`src/sliding_window_frame_detector_top_assert.svh`:
```
// Assertion macros shared by the frame detector RTL.
`ifndef SLIDING_WINDOW_FRAME_DETECTOR_TOP_ASSERT_SVH
`define SLIDING_WINDOW_FRAME_DETECTOR_TOP_ASSERT_SVH

// Generic clocked assertion, disabled while reset is asserted.
`define SWFD_ASSERT_CLK(label, clk, rst_n, prop, msg) \
  label: assert property (@(posedge clk) disable iff (!rst_n) prop) else $error(msg);

// Same, on the default clock and reset of the design.
`define SWFD_ASSERT(label, prop, msg) \
  `SWFD_ASSERT_CLK(label, clk_i, rst_ni, prop, msg)

`endif

```
`src/swfd_pkg.sv`:
```
// Shared types and constants of the sliding window frame detector.
package swfd_pkg;

  localparam int unsigned FRAME_LEN_DEF = 8;
  localparam int unsigned BYTE_W        = 8;

  // Register select, taken from paddr bit 2.
  localparam logic REG_HEADER = 1'b0;
  localparam logic REG_ID     = 1'b1;

  // Control shared by every cell of the chain.
  typedef struct packed {
    logic shift_win;  // window moves one place toward the oldest end
    logic load_out;   // output chain takes a copy of the window
    logic shift_out;  // output chain moves one place toward the head
  } cell_ctrl_t;

endpackage

```
`src/sliding_window_frame_detector_top.sv`:
```
// Top level of the sliding window frame detector.
//
// Input channel: one rx byte per beat (in_valid_i / in_stall_o). Each byte is
// shifted into a FRAME_LEN byte window held in a chain of cells. The window
// is a frame when its oldest byte equals the header register, the next one
// equals the id register, and the newest byte equals the 8-bit sum of all
// the others.
// Output channel: on a frame, FRAME_LEN beats of frame_byte_o, oldest first,
// with frame_last_o high on the checksum byte (out_valid_o / out_stall_i).
// Order: a byte is accepted in ST_IDLE, then tested in ST_CHECK, after which
// a byte that completes no frame returns to ST_IDLE. A matching byte adds
// FRAME_LEN output beats, one per cycle when the receiver does not stall; the
// first beat is loaded in ST_CHECK and valid in ST_EMIT until it is taken.
// The window test uses a running sum register, so its cost does not grow.
// in_stall_o stays high while a byte is tested or a frame is emitted. When
// the receiver stalls, the current beat holds until it is taken.
// Reset clears the window, the running sum and both registers; after reset
// the block is ready at once. Registers: header at 0x0, id at 0x4.
module sliding_window_frame_detector_top #(
  parameter int unsigned FRAME_LEN = swfd_pkg::FRAME_LEN_DEF
) (
  input  logic                          clk_i,
  input  logic                          rst_ni,
  input  logic                          in_valid_i,
  output logic                          in_stall_o,
  input  logic [swfd_pkg::BYTE_W-1:0]   rx_byte_i,
  output logic                          out_valid_o,
  input  logic                          out_stall_i,
  output logic [swfd_pkg::BYTE_W-1:0]   frame_byte_o,
  output logic                          frame_last_o,
  input  logic                          psel,
  input  logic                          penable,
  input  logic                          pwrite,
  input  logic [2:0]                    paddr,
  input  logic [31:0]                   pwdata,
  output logic [31:0]                   prdata,
  output logic                          pready
);

  `include "sliding_window_frame_detector_top_assert.svh"

  localparam int unsigned BW   = swfd_pkg::BYTE_W;
  localparam int unsigned CntW = $clog2(FRAME_LEN);

  typedef enum logic [2:0] {
    ST_IDLE  = 3'b001,
    ST_CHECK = 3'b010,
    ST_EMIT  = 3'b100
  } state_e;

  state_e              state_q, state_d;
  logic [CntW-1:0]     cnt_q, cnt_d;
  logic [BW-1:0]       sum_q, sum_d;
  logic [BW-1:0]       hdr_q, id_q;
  logic                in_acc, out_acc, cfg_wr, match;
  swfd_pkg::cell_ctrl_t ctrl;

  logic [BW-1:0] win  [FRAME_LEN];
  logic [BW-1:0] outb [FRAME_LEN];

  // ---------------- configuration port ----------------
  assign pready = 1'b1;
  assign cfg_wr = psel & penable & pwrite & pready;

  always_ff @(posedge clk_i or negedge rst_ni) begin
    if (!rst_ni) begin
      hdr_q <= '0;
      id_q  <= '0;
    end else if (cfg_wr) begin
      if (paddr[2] == swfd_pkg::REG_HEADER) begin
        hdr_q <= pwdata[BW-1:0];
      end else begin
        id_q <= pwdata[BW-1:0];
      end
    end
  end

  always_comb begin
    if (paddr[2] == swfd_pkg::REG_ID) begin
      prdata = {{(32-BW){1'b0}}, id_q};
    end else begin
      prdata = {{(32-BW){1'b0}}, hdr_q};
    end
  end

  // ---------------- cell chain ----------------
  for (genvar k = 0; k < FRAME_LEN; k++) begin : g_cell
    logic [BW-1:0] win_next, out_next;
    if (k == FRAME_LEN - 1) begin : g_tail
      assign win_next = rx_byte_i;
      assign out_next = '0;
    end else begin : g_body
      assign win_next = win[k+1];
      assign out_next = outb[k+1];
    end
    swfd_cell u_cell (
      .clk_i      (clk_i),
      .rst_ni     (rst_ni),
      .ctrl_i     (ctrl),
      .win_next_i (win_next),
      .out_next_i (out_next),
      .win_o      (win[k]),
      .out_o      (outb[k])
    );
  end

  // ---------------- control ----------------
  assign in_stall_o   = (state_q != ST_IDLE);
  assign out_valid_o  = (state_q == ST_EMIT);
  assign in_acc       = in_valid_i & ~in_stall_o;
  assign out_acc      = out_valid_o & ~out_stall_i;
  assign frame_byte_o = outb[0];
  assign frame_last_o = (cnt_q == '0);

  // sum_q tracks the sum of every window byte but the newest one
  assign match = (win[0] == hdr_q) && (win[1] == id_q) && (sum_q == win[FRAME_LEN-1]);

  always_comb begin
    state_d        = state_q;
    cnt_d          = cnt_q;
    sum_d          = sum_q;
    ctrl.shift_win = 1'b0;
    ctrl.load_out  = 1'b0;
    ctrl.shift_out = 1'b0;
    case (state_q)
      ST_IDLE: begin
        if (in_acc) begin
          ctrl.shift_win = 1'b1;
          sum_d          = sum_q - win[0] + win[FRAME_LEN-1];
          state_d        = ST_CHECK;
        end
      end
      ST_CHECK: begin
        if (match) begin
          ctrl.load_out = 1'b1;
          cnt_d         = CntW'(FRAME_LEN - 1);
          state_d       = ST_EMIT;
        end else begin
          state_d = ST_IDLE;
        end
      end
      ST_EMIT: begin
        if (out_acc) begin
          if (cnt_q == '0) begin
            state_d = ST_IDLE;
          end else begin
            ctrl.shift_out = 1'b1;
            cnt_d          = cnt_q - 1'b1;
          end
        end
      end
      default: begin
        state_d = ST_IDLE;
      end
    endcase
  end

  always_ff @(posedge clk_i or negedge rst_ni) begin
    if (!rst_ni) begin
      state_q <= ST_IDLE;
      cnt_q   <= '0;
      sum_q   <= '0;
    end else begin
      state_q <= state_d;
      cnt_q   <= cnt_d;
      sum_q   <= sum_d;
    end
  end

  // ---------------- assertions ----------------
  `SWFD_ASSERT(a_no_in_during_emit, out_valid_o |-> in_stall_o,
               "input accepted while a frame is emitted")
  `SWFD_ASSERT(a_match_starts_frame,
               (state_q == ST_CHECK) && match |=> out_valid_o && (frame_byte_o == hdr_q),
               "matching window did not start a frame with the header byte")
  `SWFD_ASSERT(a_last_ends_frame, out_acc && frame_last_o |=> !out_valid_o && !in_stall_o,
               "frame did not end after its last beat")
  `SWFD_ASSERT(a_accept_then_check, in_acc |=> in_stall_o && !out_valid_o,
               "accepted byte was not tested before output")

endmodule

```
`src/swfd_cell.sv`:
```
// One window cell: a window byte and an output byte, both chained to the neighbor.
module swfd_cell (
  input  logic                                clk_i,
  input  logic                                rst_ni,
  input  swfd_pkg::cell_ctrl_t                ctrl_i,
  input  logic [swfd_pkg::BYTE_W-1:0]         win_next_i,
  input  logic [swfd_pkg::BYTE_W-1:0]         out_next_i,
  output logic [swfd_pkg::BYTE_W-1:0]         win_o,
  output logic [swfd_pkg::BYTE_W-1:0]         out_o
);

  logic [swfd_pkg::BYTE_W-1:0] win_q, win_d;
  logic [swfd_pkg::BYTE_W-1:0] out_q, out_d;

  always_comb begin
    win_d = win_q;
    if (ctrl_i.shift_win) begin
      win_d = win_next_i;
    end
  end

  always_comb begin
    out_d = out_q;
    if (ctrl_i.load_out) begin
      out_d = win_q;
    end else if (ctrl_i.shift_out) begin
      out_d = out_next_i;
    end
  end

  // Window is architectural state and clears at reset.
  always_ff @(posedge clk_i or negedge rst_ni) begin
    if (!rst_ni) begin
      win_q <= '0;
    end else begin
      win_q <= win_d;
    end
  end

  always_ff @(posedge clk_i) begin
    out_q <= out_d;
  end

  assign win_o = win_q;
  assign out_o = out_q;

endmodule
```
`config.mk`:
```
export PLATFORM = sky130hd
export DESIGN_NAME = sliding_window_frame_detector_top
export DESIGN_NICKNAME = d
export VERILOG_FILES = /design/src/swfd_pkg.sv /design/src/sliding_window_frame_detector_top.sv /design/src/swfd_cell.sv
export VERILOG_INCLUDE_DIRS = /design/src /design/src/src
export SDC_FILE = /design/constraint.sdc
export NUM_CORES = 1
export LEC_CHECK = 0
export BUFFER_PORTS_ARGS = -buffer_cell sky130_fd_sc_hd__clkbuf_2
export CORE_MARGIN = 2
export CORE_UTILIZATION = 63
export DETAILED_ROUTE_END_ITERATION = 8
export PLACE_DENSITY = 0.86
export SLEW_MARGIN = 40
export SYNTH_ARGS = -nofsm -noshare
export SYNTH_HDL_FRONTEND = slang
export SYNTH_SLANG_ARGS = --single-unit
```
`constraint.sdc`:
```
create_clock -name clk_i -period 7.54 [get_ports clk_i]
set_input_delay 1.131 -clock clk_i [delete_from_list [all_inputs] [get_ports clk_i]]
set_output_delay 1.131 -clock clk_i [all_outputs]
set_load 0.005 [all_outputs]
```
# After elaboration in Yosys (flattened, before gate mapping)
# Cells that the tools add are included.
# W data, S select, Z words.
# totals
out_inout_bits,44
register_bits,158
# classes
eq_ne,12
n_bitwise,7
reduce_logical,10
muxes,33
n_addsub,3
# ops
op,n
$mux W8,17
$eq A8 B8 Y1,3
$mux W3,7
$pmux W3 S3,1
$add A8 B8 Y8,1
$sub A8 B8 Y8,1
$mux W1,7
$ne A2 B2 Y1 const B,3
$pmux W3 S2,1
$reduce_and A2 Y1,3
$and A1 B1 Y1,4
$ne A2 B1 Y1 const B,2
$reduce_and A4 Y1,1
$reduce_bool A2 Y1,2
$eq A3 B1 Y1 const B,1
$eq A3 B2 Y1 const B,1
$eq A3 B3 Y1 const B,1
$logic_not A3 Y1,1
$ne A3 B1 Y1 const B,1
$not A1 Y1,3
$reduce_and A3 Y1,1
$sub A3 B1 Y3 const B,1
$logic_and A1 B1 Y1,2

# Logic depth before layout (Yosys ltp)
# Gate-level depths: netlist of the first run.
# depth
ltp_word,6
ltp_mapped,11

# Modules after synthesis
# From an unflattened synthesis of the first run, not the netlist that was laid out.
# unflattened
cells_unflattened,513
area_unflattened_um2,7981.4
# by_module_without_submodules
mod,instances,seq_area_each_um2,cells_per_inst,area_each_um2
swfd_cell,8,440.4,35,709.4
sliding_window_frame_detector_top,1,752.0,233,2306.0

# Worst setup path after synthesis of the first run
# Ideal clock, no wire load.
# synth_timing
kind,input-to-reg
startpoint,in out_stall_i
endpoint,"reg g_cell[0].u_cell.out_q, in the netlist g_cell[0].u_cell.out_o[0] (enable)"
path_slack_ns,4.099
arrival_time_ns,3.017
required_time_ns,7.116
path_buffers,0
cell_stages,3
setup_time_ns,0.424
cell_sequence,nor3b_1 > inv_1 > nand2_1
# synth_via
elab_chain_len,5
# synth_rtl
element,line_no,text
start: declaration,sliding_window_frame_detector_top.sv:28,"input logic out_stall_i,"
$not A1 Y1,sliding_window_frame_detector_top.sv:111,assign out_acc = out_valid_o & ~out_stall_i;
$and A1 B1 Y1,sliding_window_frame_detector_top.sv:111,
$mux W1,sliding_window_frame_detector_top.sv:143,if (out_acc) begin
$mux W1,sliding_window_frame_detector_top.sv:125,case (state_q)
$reduce_bool A2 Y1 (no source line),-,
end signal: assignment,swfd_cell.sv:41,out_q <= out_d;
end: declaration,swfd_cell.sv:13,"logic [swfd_pkg::BYTE_W-1:0] out_q, out_d;"
# Every way passes these cells.
# A chain may end at the register's enable or synchronous reset.

# Final worst setup path of the first run
# layout_timing
startpoint,reg sum_q[2]
endpoint,"reg g_cell[0].u_cell.out_q, in the netlist g_cell[0].u_cell.out_o[4] (enable)"
# layout_via
elab_chain_len,5
# layout_rtl
element,line_no,text
start: declaration,sliding_window_frame_detector_top.sv:53,"logic [BW-1:0] sum_q, sum_d;"
start signal: assignment,sliding_window_frame_detector_top.sv:166,sum_q <= sum_d;
$eq A8 B8 Y1,sliding_window_frame_detector_top.sv:116,assign match = (win[0] == hdr_q) && (win[1] == id_q) && (sum_q == win[FRAME_LEN-1]);
$logic_and A1 B1 Y1,sliding_window_frame_detector_top.sv:116,
$mux W1,sliding_window_frame_detector_top.sv:134,if (match) begin
$mux W1,sliding_window_frame_detector_top.sv:125,
$reduce_bool A2 Y1 (no source line),-,
# Every way passes these cells.

==> results of run 1 <==
## flip-flops by register name (all words and copies together) (netlist names)
signal and count:
sum_q 8, g_cell.u_cell.out_o 64, id_q 8, g_cell.u_cell.win_o 64, hdr_q 8, cnt_q 3, state_q 3
## logic make-up after synthesis
family	after synthesis	synth area share, %
other	2	0.101
buffers and inverters	84	6.10
XOR/XNOR	31	3.63
flip-flops	158	57.2
adder cells (fa/ha/maj)	17	3.55
AO/OA/AOI/OAI	40	3.15
AND/OR/NAND/NOR	210	11.4
multiplexers	80	14.8
## per-layer routing
metal	up-vias	part of all wire (%)	wire [um]	global-route usage, %
li1	2109	-	-	-
met3	32	6.3	914	6.70
met4	0	2.2	317	9.02
met2	178	51	7410	40.0
met1	2280	40	5860	31.8
met5	-	0	0	0
## cells in the final DEF (no fill, tap or decap), types with 2 or more instances in the layout
cell type	n
clkbuf_2	41
nor2_1	16
mux2_4	55
clkbuf_16	17
a32oi_1	2
nor3b_1	3
nand2_1	170
nand3_1	2
mux2_2	25
a21oi_1	3
o21ai_0	25
conb_1	25
clkinvlp_4	6
o211ai_1	2
ha_1	10
dfrtp_1	93
inv_6	3
clkbuf_8	2
xor2_1	13
nand2b_1	2
xnor2_1	18
nand4_1	4
nor4_1	4
edfxtp_1	64
inv_1	35
fa_1	7
clkinv_4	4
or3_1	2
nand2_2	2
buf_4	5
## power by group through the flow
stage	combinational, uW	clock, uW	sequential, uW
2_1_floorplan	761	0	1230
3_3_place_gp	912	0	1270
3_5_place_dp	966	0	1290
4_1_cts	1010	812	1280
5_1_grt	1150	847	1310
6_report	1020	802	1280
## worst max-delay path by stage
stage / startpoint / to / slack, ns / depth (start not counted)
final: sum_q[2]$_DFFE_PN0P_ / g_cell[0].u_cell.out_o[4]$_DFFE_PP_ / 3.59 / 6
after global routing: sum_q[2]$_DFFE_PN0P_ / g_cell[3].u_cell.out_o[4]$_DFFE_PP_ / 3.29 / 6
after CTS: sum_q[2]$_DFFE_PN0P_ / g_cell[0].u_cell.out_o[0]$_DFFE_PP_ / 3.61 / 6
after detailed placement: sum_q[2]$_DFFE_PN0P_ / g_cell[1].u_cell.out_o[4]$_DFFE_PP_ / 3.70 / 6
after global placement: sum_q[2]$_DFFE_PN0P_ / g_cell[1].u_cell.out_o[4]$_DFFE_PP_ / 3.70 / 6
after floorplan: out_stall_i / g_cell[0].u_cell.out_o[0]$_DFFE_PP_ / 4.10 / 3
## per-stage QoR
stage	hold WS (ns)	power (uW)	utilization (%)
finish	0.496	3110	71.6
detailed placement	0.478	2260	66.7
global placement	0.470	2190	66.7
CTS	0.500	3100	71.5
floorplan	0.457	1990	-
global route	0.513	3310	71.6
## worst max-delay path, delay by kind of cell (launching register included)
kind                   cells  cell delay (ns)
XOR/XNOR                   1             0.24
buffers and inverters      1             0.58
flip-flops                 1             0.40
AND/OR/NAND/NOR            4             2.30
## layout make-up
| cell class | instances | area, um^2 | area share [%] |
|---|---|---|---|
| well taps | 143 | 179 | 2.17 |
| repair buffers | 47 | 254 | 3.08 |
| clock buffers | 19 | 453 | 5.50 |
| multi-input cells | 403 | 2840 | 34.4 |
| inverters | 36 | 135 | 1.64 |
| flip-flops and latches | 158 | 4280 | 51.9 |
| clock inverters | 13 | 106 | 1.29 |
==> summary.md, run 1 <==
| Metric | Value |
|---|---|
| Outcome | `complete, but fails checks` |
| Violations in the final reports | `design-rule violations` |
| EDFF count, synth | `64` |
| Cell chain of the critical path | `xnor2_1, nand4_1, nor4_1, nand4_4, nand2_2, buf_4` |
| DP Worst Slack | `3.70 ns` |
| Post-Layout Cell Count | `~820` |
| Core Footprint | `roughly 12000 um^2` |
| Power spent charging and discharging nets | `1160 uW` |
| Synth area leader | `dfrtp_1` |
| Hold WC Path Type | `flip-flop to flip-flop` |
| Cell Rows | `39` |
| Measured slew at the worst slew-check pin | `roughly 0.78 ns` |
| Violation count after the first detailed-route iteration | `441` |
| Flip-flop and latch count after synthesis | `158` |
| Antenna violations before repair | `0` |
| Data arrival, critical path | `4.00 ns` |
| Post-synth top flop | `dfrtp_1` |
| Starting utilization of the core area | `64.9%` |
| Highest attainable clock frequency | `253 MHz` |
| Type of the worst setup path | `flip-flop to flip-flop` |
| Area fraction of the dominant cell type after synthesis | `a little under a third` |
| Routability congestion estimate from global placement | `0.888` |
| Number of buffers inserted by post-CTS setup repair | `0` |
| Portion of total power attributed to combinational logic | `32.9%` |
| Routed via count divided by cell count | `5.62` |
| Area Growth Syn to Fin | `10.3%` |
| Setup TNS | `0 ns` |
| CP Capture Type | `flip-flop` |
| Post-route ant nets | `0` |
| Global-route total usage across every layer | `24.5%` |
| Relative slew slack | `47.6%` |
| Async set-or-reset flop fraction in the synthesized netlist | `59.5%` |
| Reg2reg end | `g_cell[0].u_cell.out_o[4]$_DFFE_PP_` |
| Fill cell total of the finished layout | `756` |
| # diodes | `0` |
| Post-route setup slack | `3.59 ns` |
| Remaining routing DRC violations | `3` |
| Die area | `roughly 13000 um^2` |
| CP max stage delay | `0.81 ns` |
| First-pass GRT wire length | `23.9 mm` |
| Switching power as a share of total power | `roughly 37%` |
| CP max FO | `40` |
| Reg clk slew, reported paths | `0.07 ns` |
| Slew Limit Fails | `0` |
| Share of the clock period used by the worst path | `52.3%` |
| Inserted Clock Buffers | `17` |
| Clk_skew | `about 0.014 ns` |
| Internal Dissipation | `a little under 2000 uW` |
| Origin of the critical flop-to-flop path | `sum_q[2]$_DFFE_PN0P_` |
| Clock latency reported for the late side of the worst-skew pair | `roughly 0.43 ns` |
| Average wire per standard cell | `about 18 um` |
| Number of failing hold endpoints at the final stage | `0` |
| Master of the slowest instance on the critical path | `nand2_2` |
| Cell with the most instances after synthesis | `nand2_1` |
| Total number of nets in the final design | `730` |
| TritonCTS Sinks | `158` |
| Overflow left after global routing | `0` |
| Total of warnings raised by yosys | `0` |
| IO Port Bufs | `42` |
| Post-route standard cell area excluding fillers | `8240 um^2` |
| Number of top-level pins | `94` |
| Routed via count | `4599` |
| Clock Tree Buf Depth | `2` |
| WHS Endpoint | `g_cell[3].u_cell.win_o[1]$_DFFE_PN0P_` |
| Setup violators final | `0` |
| Cell area reported after detailed placement | `7680 um^2` |
| Netlist cell types | `41` |
| X dimension of the die | `113 um` |
| Post-route minimum period | `3.95 ns` |
| First-pass DRT Iterations | `7` |
| Number of buffers inserted for hold repair after clock tree synthesis | `0` |
| Post-synthesis area per instance | `12.0 um^2` |
| Post-Synthesis Cell Area | `7470 um^2` |
| Register-to-register path setup slack | `approximately 3.6 ns` |
| Ratio of cells with drive above 1 in the final layout | `24.4%` |
| Leakage | `0.00395 uW` |
| Type of element launching the critical path | `flip-flop` |
| Startpoint of the most critical hold path | `g_cell[4].u_cell.win_o[1]$_DFFE_PN0P_` |
| Register area share after synthesis | `57.2%` |
| Power per cell area | `377 nW/um^2` |
| Most frequent cells after synthesis | `172 x nand2_1, 93 x dfrtp_1, 64 x edfxtp_1, 55 x mux2_4, 35 x inv_1` |
| Pin count of the biggest net entering global routing | `76` |
| Clock H-tree levels | `4` |
| Die boundary height | `between 100 and 150 um` |
| Worst path required time | `7.60 ns` |
| Top area cells in the synthesized netlist | `dfrtp_1 31%, edfxtp_1 26%, mux2_4 11%` |
| Flop pwr share | `about two fifths` |
| Setup repair after global routing missed its margin | `false` |
| WHS Path Cells | `2` |
| Depth of the worst register-to-register path | `6` |
| Largest vdd supply drop | `0.283 mV` |
| Count of maximum capacitance violations | `0` |
| Part of the power in the clock network | `25.8%` |
| Via count of the first global-routing pass | `4669` |
| Clock root buffer | `clkbuf_16` |
| Wirelength, routed | `approximately 14 mm` |
| Resize count post-CTS | `0` |
| Clock tree from TritonCTS | `yes` |
| Number of instances in the placed design | `787` |
| Synthesized instance count | `622` |
| Hpwl dp | `8.89 mm` |
No activity file was read; power rests on OpenSTA's default activity.
==> inputs of run 2 (changes only) <==
Settings changed: CORE_UTILIZATION 63 to 52, PLACE_DENSITY 0.86 to 0.76.
Clock period 7.54 ns to 3.35 ns, I/O delays scaled along.
==> run 2 against run 1 <==
The run now ends clean. First-iteration DRC count decreased by 0.23%. Clock power rose by 130%. Die area grew 20%. Count of clock-buffer cells in the layout did not move. Sequential power grew 130%. Utilization shrank 12 points. Non-clock buffer count increased by 5. Cell count up 5.1%. Combinational power is 120% higher. Critical path depth unchanged. Worst hold slack worse by 0.41 ns. Clock skew decreased by 0.0043 ns.
==> summary.md, run 2 (synthesis results as in run 1) <==
| Metric | Value |
|---|---|
| Part of the power in the clock network | `26.4% (+0.6 points)` |
| Via count of the first global-routing pass | `4484 (-4.0%)` |
| Setup violators final | `0 (unchanged)` |
| Hpwl dp | `9.16 mm (+3.1%)` |
| Average wire per standard cell | `16.4 um (-7.5%)` |
| Relative slew slack | `46.8% (-0.89 points)` |
| Overflow left after global routing | `0 (unchanged)` |
| Number of buffers inserted by post-CTS setup repair | `0 (unchanged)` |
| Share of the clock period used by the worst path | `78.0% (+26 points)` |
| Clock tree from TritonCTS | `yes` |
| Pin count of the biggest net entering global routing | `76 (unchanged)` |
| Remaining routing DRC violations | `0 (-3)` |
| Number of failing hold endpoints at the final stage | `0 (unchanged)` |
| Leading cell types in the layout, fill and taps excluded | `170 x nand2_1, 93 x dfrtp_1, 64 x edfxtp_1` |
| Setup repair after global routing missed its margin | `false` |
| Clock latency reported for the late side of the worst-skew pair | `0.42 ns (about the same)` |
| CP max stage delay | `0.52 ns (-0.29 ns)` |
| Flop pwr share | `41.4% (about the same)` |
| Inserted Clock Buffers | `17 (unchanged)` |
| Measured slew at the worst slew-check pin | `0.799 ns (+0.0149 ns)` |
| Resize count post-CTS | `0 (unchanged)` |
| CP Capture Type | `flip-flop` |
| Number of buffers inserted for hold repair after clock tree synthesis | `0 (unchanged)` |
| Total number of nets in the final design | `735 (+0.68%)` |
| Routed via count divided by cell count | `5.16 (-8.1%)` |
| CP max FO | `23 (-43%)` |
| Highest attainable clock frequency | `383 MHz (+51%)` |
| Most common cell after layout, fill and taps aside | `nand2_1` |
| Post-Layout Cell Count | `861 (+5.1%)` |
| Type of the worst setup path | `flip-flop to flip-flop` |
| Cell Rows | `43 (+10%)` |
| Switching power as a share of total power | `35.8% (-1.6 points)` |
| Die boundary height | `124 um (+9.7%)` |
| First-pass GRT wire length | `22.6 mm (-5.7%)` |
| Power spent charging and discharging nets | `2500 uW (+120%)` |
| Violation count after the first detailed-route iteration | `440 (-0.23%)` |
| Setup TNS | `0 ns (unchanged)` |
| TritonCTS Sinks | `158 (unchanged)` |
| Number of top-level pins | `94 (unchanged)` |
| Cell area reported after detailed placement | `7790 um^2 (+1.4%)` |
| # diodes | `0 (unchanged)` |
| First-pass DRT Iterations | `5 (-2)` |
| Origin of the critical flop-to-flop path | `sum_q[2]$_DFFE_PN0P_` |
| Post-route minimum period | `2.61 ns (-1.33 ns)` |
| Portion of total power attributed to combinational logic | `32.1% (-0.8 points)` |
| Clock root buffer | `clkbuf_16` |
| Core Util, Final | `60.0% (-12 points)` |
| Slew Limit Fails | `0 (unchanged)` |
| Post-route ant nets | `0 (unchanged)` |
| Power per cell area | `837 nW/um^2 (+120%)` |
| Largest vdd supply drop | `0.765 mV (+170%)` |
| Master of the slowest instance on the critical path | `nor4_1` |
| Reg clk slew, reported paths | `0.06 ns (about the same)` |
| Global-route total usage across every layer | `19.8% (-4.6 points)` |
| Data arrival, critical path | `2.77 ns (-1.23 ns)` |
| Clk_skew | `0.00920 ns (-0.00433 ns)` |
| Crit path max-delay family | `simple AND/OR/NAND/NOR gates` |
| Clock Tree Buf Depth | `2 (unchanged)` |
| CP Buf/Inv Count | `1 (unchanged)` |
| Hold WC Path Type | `input pin to async pin` |
| Cell chain of the critical path | `xnor2_1, nand4_1, nor4_1, nand4_4, buf_4, mux2_4` |
| Routability congestion estimate from global placement | `0.852 (-4.0%)` |
| Post-route standard cell area excluding fillers | `8350 um^2 (+1.4%)` |
| Antenna violations before repair | `0 (unchanged)` |
| Outcome | `finished clean` |
| Area Growth Syn to Fin | `11.8%` |
| Count of maximum capacitance violations | `0 (unchanged)` |
| Routed via count | `4441 (-3.4%)` |
| Type of element launching the critical path | `flip-flop` |
| Die area | `15300 um^2 (+20%)` |
| Clock H-tree levels | `4 (unchanged)` |
| Starting utilization of the core area | `53.6% (-11 points)` |
| X dimension of the die | `124 um (+9.7%)` |
| Worst Setup SP | `sum_q[2]$_DFFE_PN0P_` |
| Worst path required time | `3.51 ns (-4.09 ns)` |
| Internal Dissipation | `4490 uW (+130%)` |
| Core Footprint | `13900 um^2 (+21%)` |
| IO Port Bufs | `42 (unchanged)` |
| Number of instances in the placed design | `829 (+5.3%)` |
| Ratio of cells with drive above 1 in the final layout | `24.5% (+0.11 points)` |
| Leakage | `0.00399 uW (+1.1%)` |
| Wirelength, routed | `14.1 mm (-2.8%)` |
==> run 2: cell types whose count changed in the layout (fill, tap and decap cells not counted), sizes merged <==
cell      change
buf           +5
clkinv        +4
clkinvlp      -3
inv           -3
bufinv        +2
==> run 2: power by group through the flow <==
stage	Sequential (uW)	Combinational (uW)	Clock [uW]
CTS	2900	2240	1870
global route	2960	2580	1960
finish	2900	2250	1850
detailed placement	2930	2190	0
global placement	2890	2100	0
floorplan	2770	1710	0
==> run 2: path summary, 6_finish.rpt <==
| check | to | slack [ns] | cells past startpoint |
|---|---|---|---|
| worst min register to register | g_cell[3].u_cell.win_o[6]$_DFFE_PN0P_ | 0.49 | 2 |
| worst min-delay path | sum_q[2]$_DFFE_PN0P_ | 0.09 | 1 |
| worst max register to register | g_cell[2].u_cell.out_o[0]$_DFFE_PP_ | 0.74 | 6 |
| min in group clk_i | g_cell[7].u_cell.win_o[4]$_DFFE_PN0P_ | 0.29 | 3 |
| worst max-delay path | g_cell[2].u_cell.out_o[0]$_DFFE_PP_ | 0.74 | 6 |
| max in group asynchronous | g_cell[1].u_cell.win_o[1]$_DFFE_PN0P_ | 2.44 | 2 |
==> run 2: final cells by class <==
type                       count  area, um^2
fill                        1088        5580
timing repair buffer          52         313
sequential                   158        4280
clock inverter                13         124
multi-input combinational    403        2840
clock buffer                  19         443
inverter                      36         135
tap                          180         225
==> run 2: metal layers <==
| metal | wire [um] | up-vias | share of wire (%) | track usage [%] |
|---|---|---|---|---|
| met5 | 0 | - | 0 | 0 |
| met1 | 6130 | 2190 | 44 | 25.6 |
| met3 | 731 | 16 | 5.2 | 5.63 |
| met2 | 7050 | 118 | 50 | 32.9 |
| met4 | 172 | 0 | 1.2 | 5.54 |
| li1 | - | 2117 | - | - |
==> run 2: worst reg2reg max path: cells and delay by family (launching register included) <==
family                 cells  cell delay [ns]
flip-flops                 1             0.39
XOR/XNOR                   1             0.33
buffers and inverters      1             0.34
multiplexers               1             0.36
AND/OR/NAND/NOR            3             0.93
==> run 2: stage by stage <==
step / total power (uW) / hold WS, ns / setup WS, ns
finish: 6990 / 0.0905 / 0.738
global placement: 4990 / 0.473 / 0.864
CTS: 7010 / 0.114 / 0.719
detailed placement: 5120 / 0.480 / 0.856
floorplan: 4490 / 0.207 / 0.556
global route: 7500 / 0.133 / 0.563
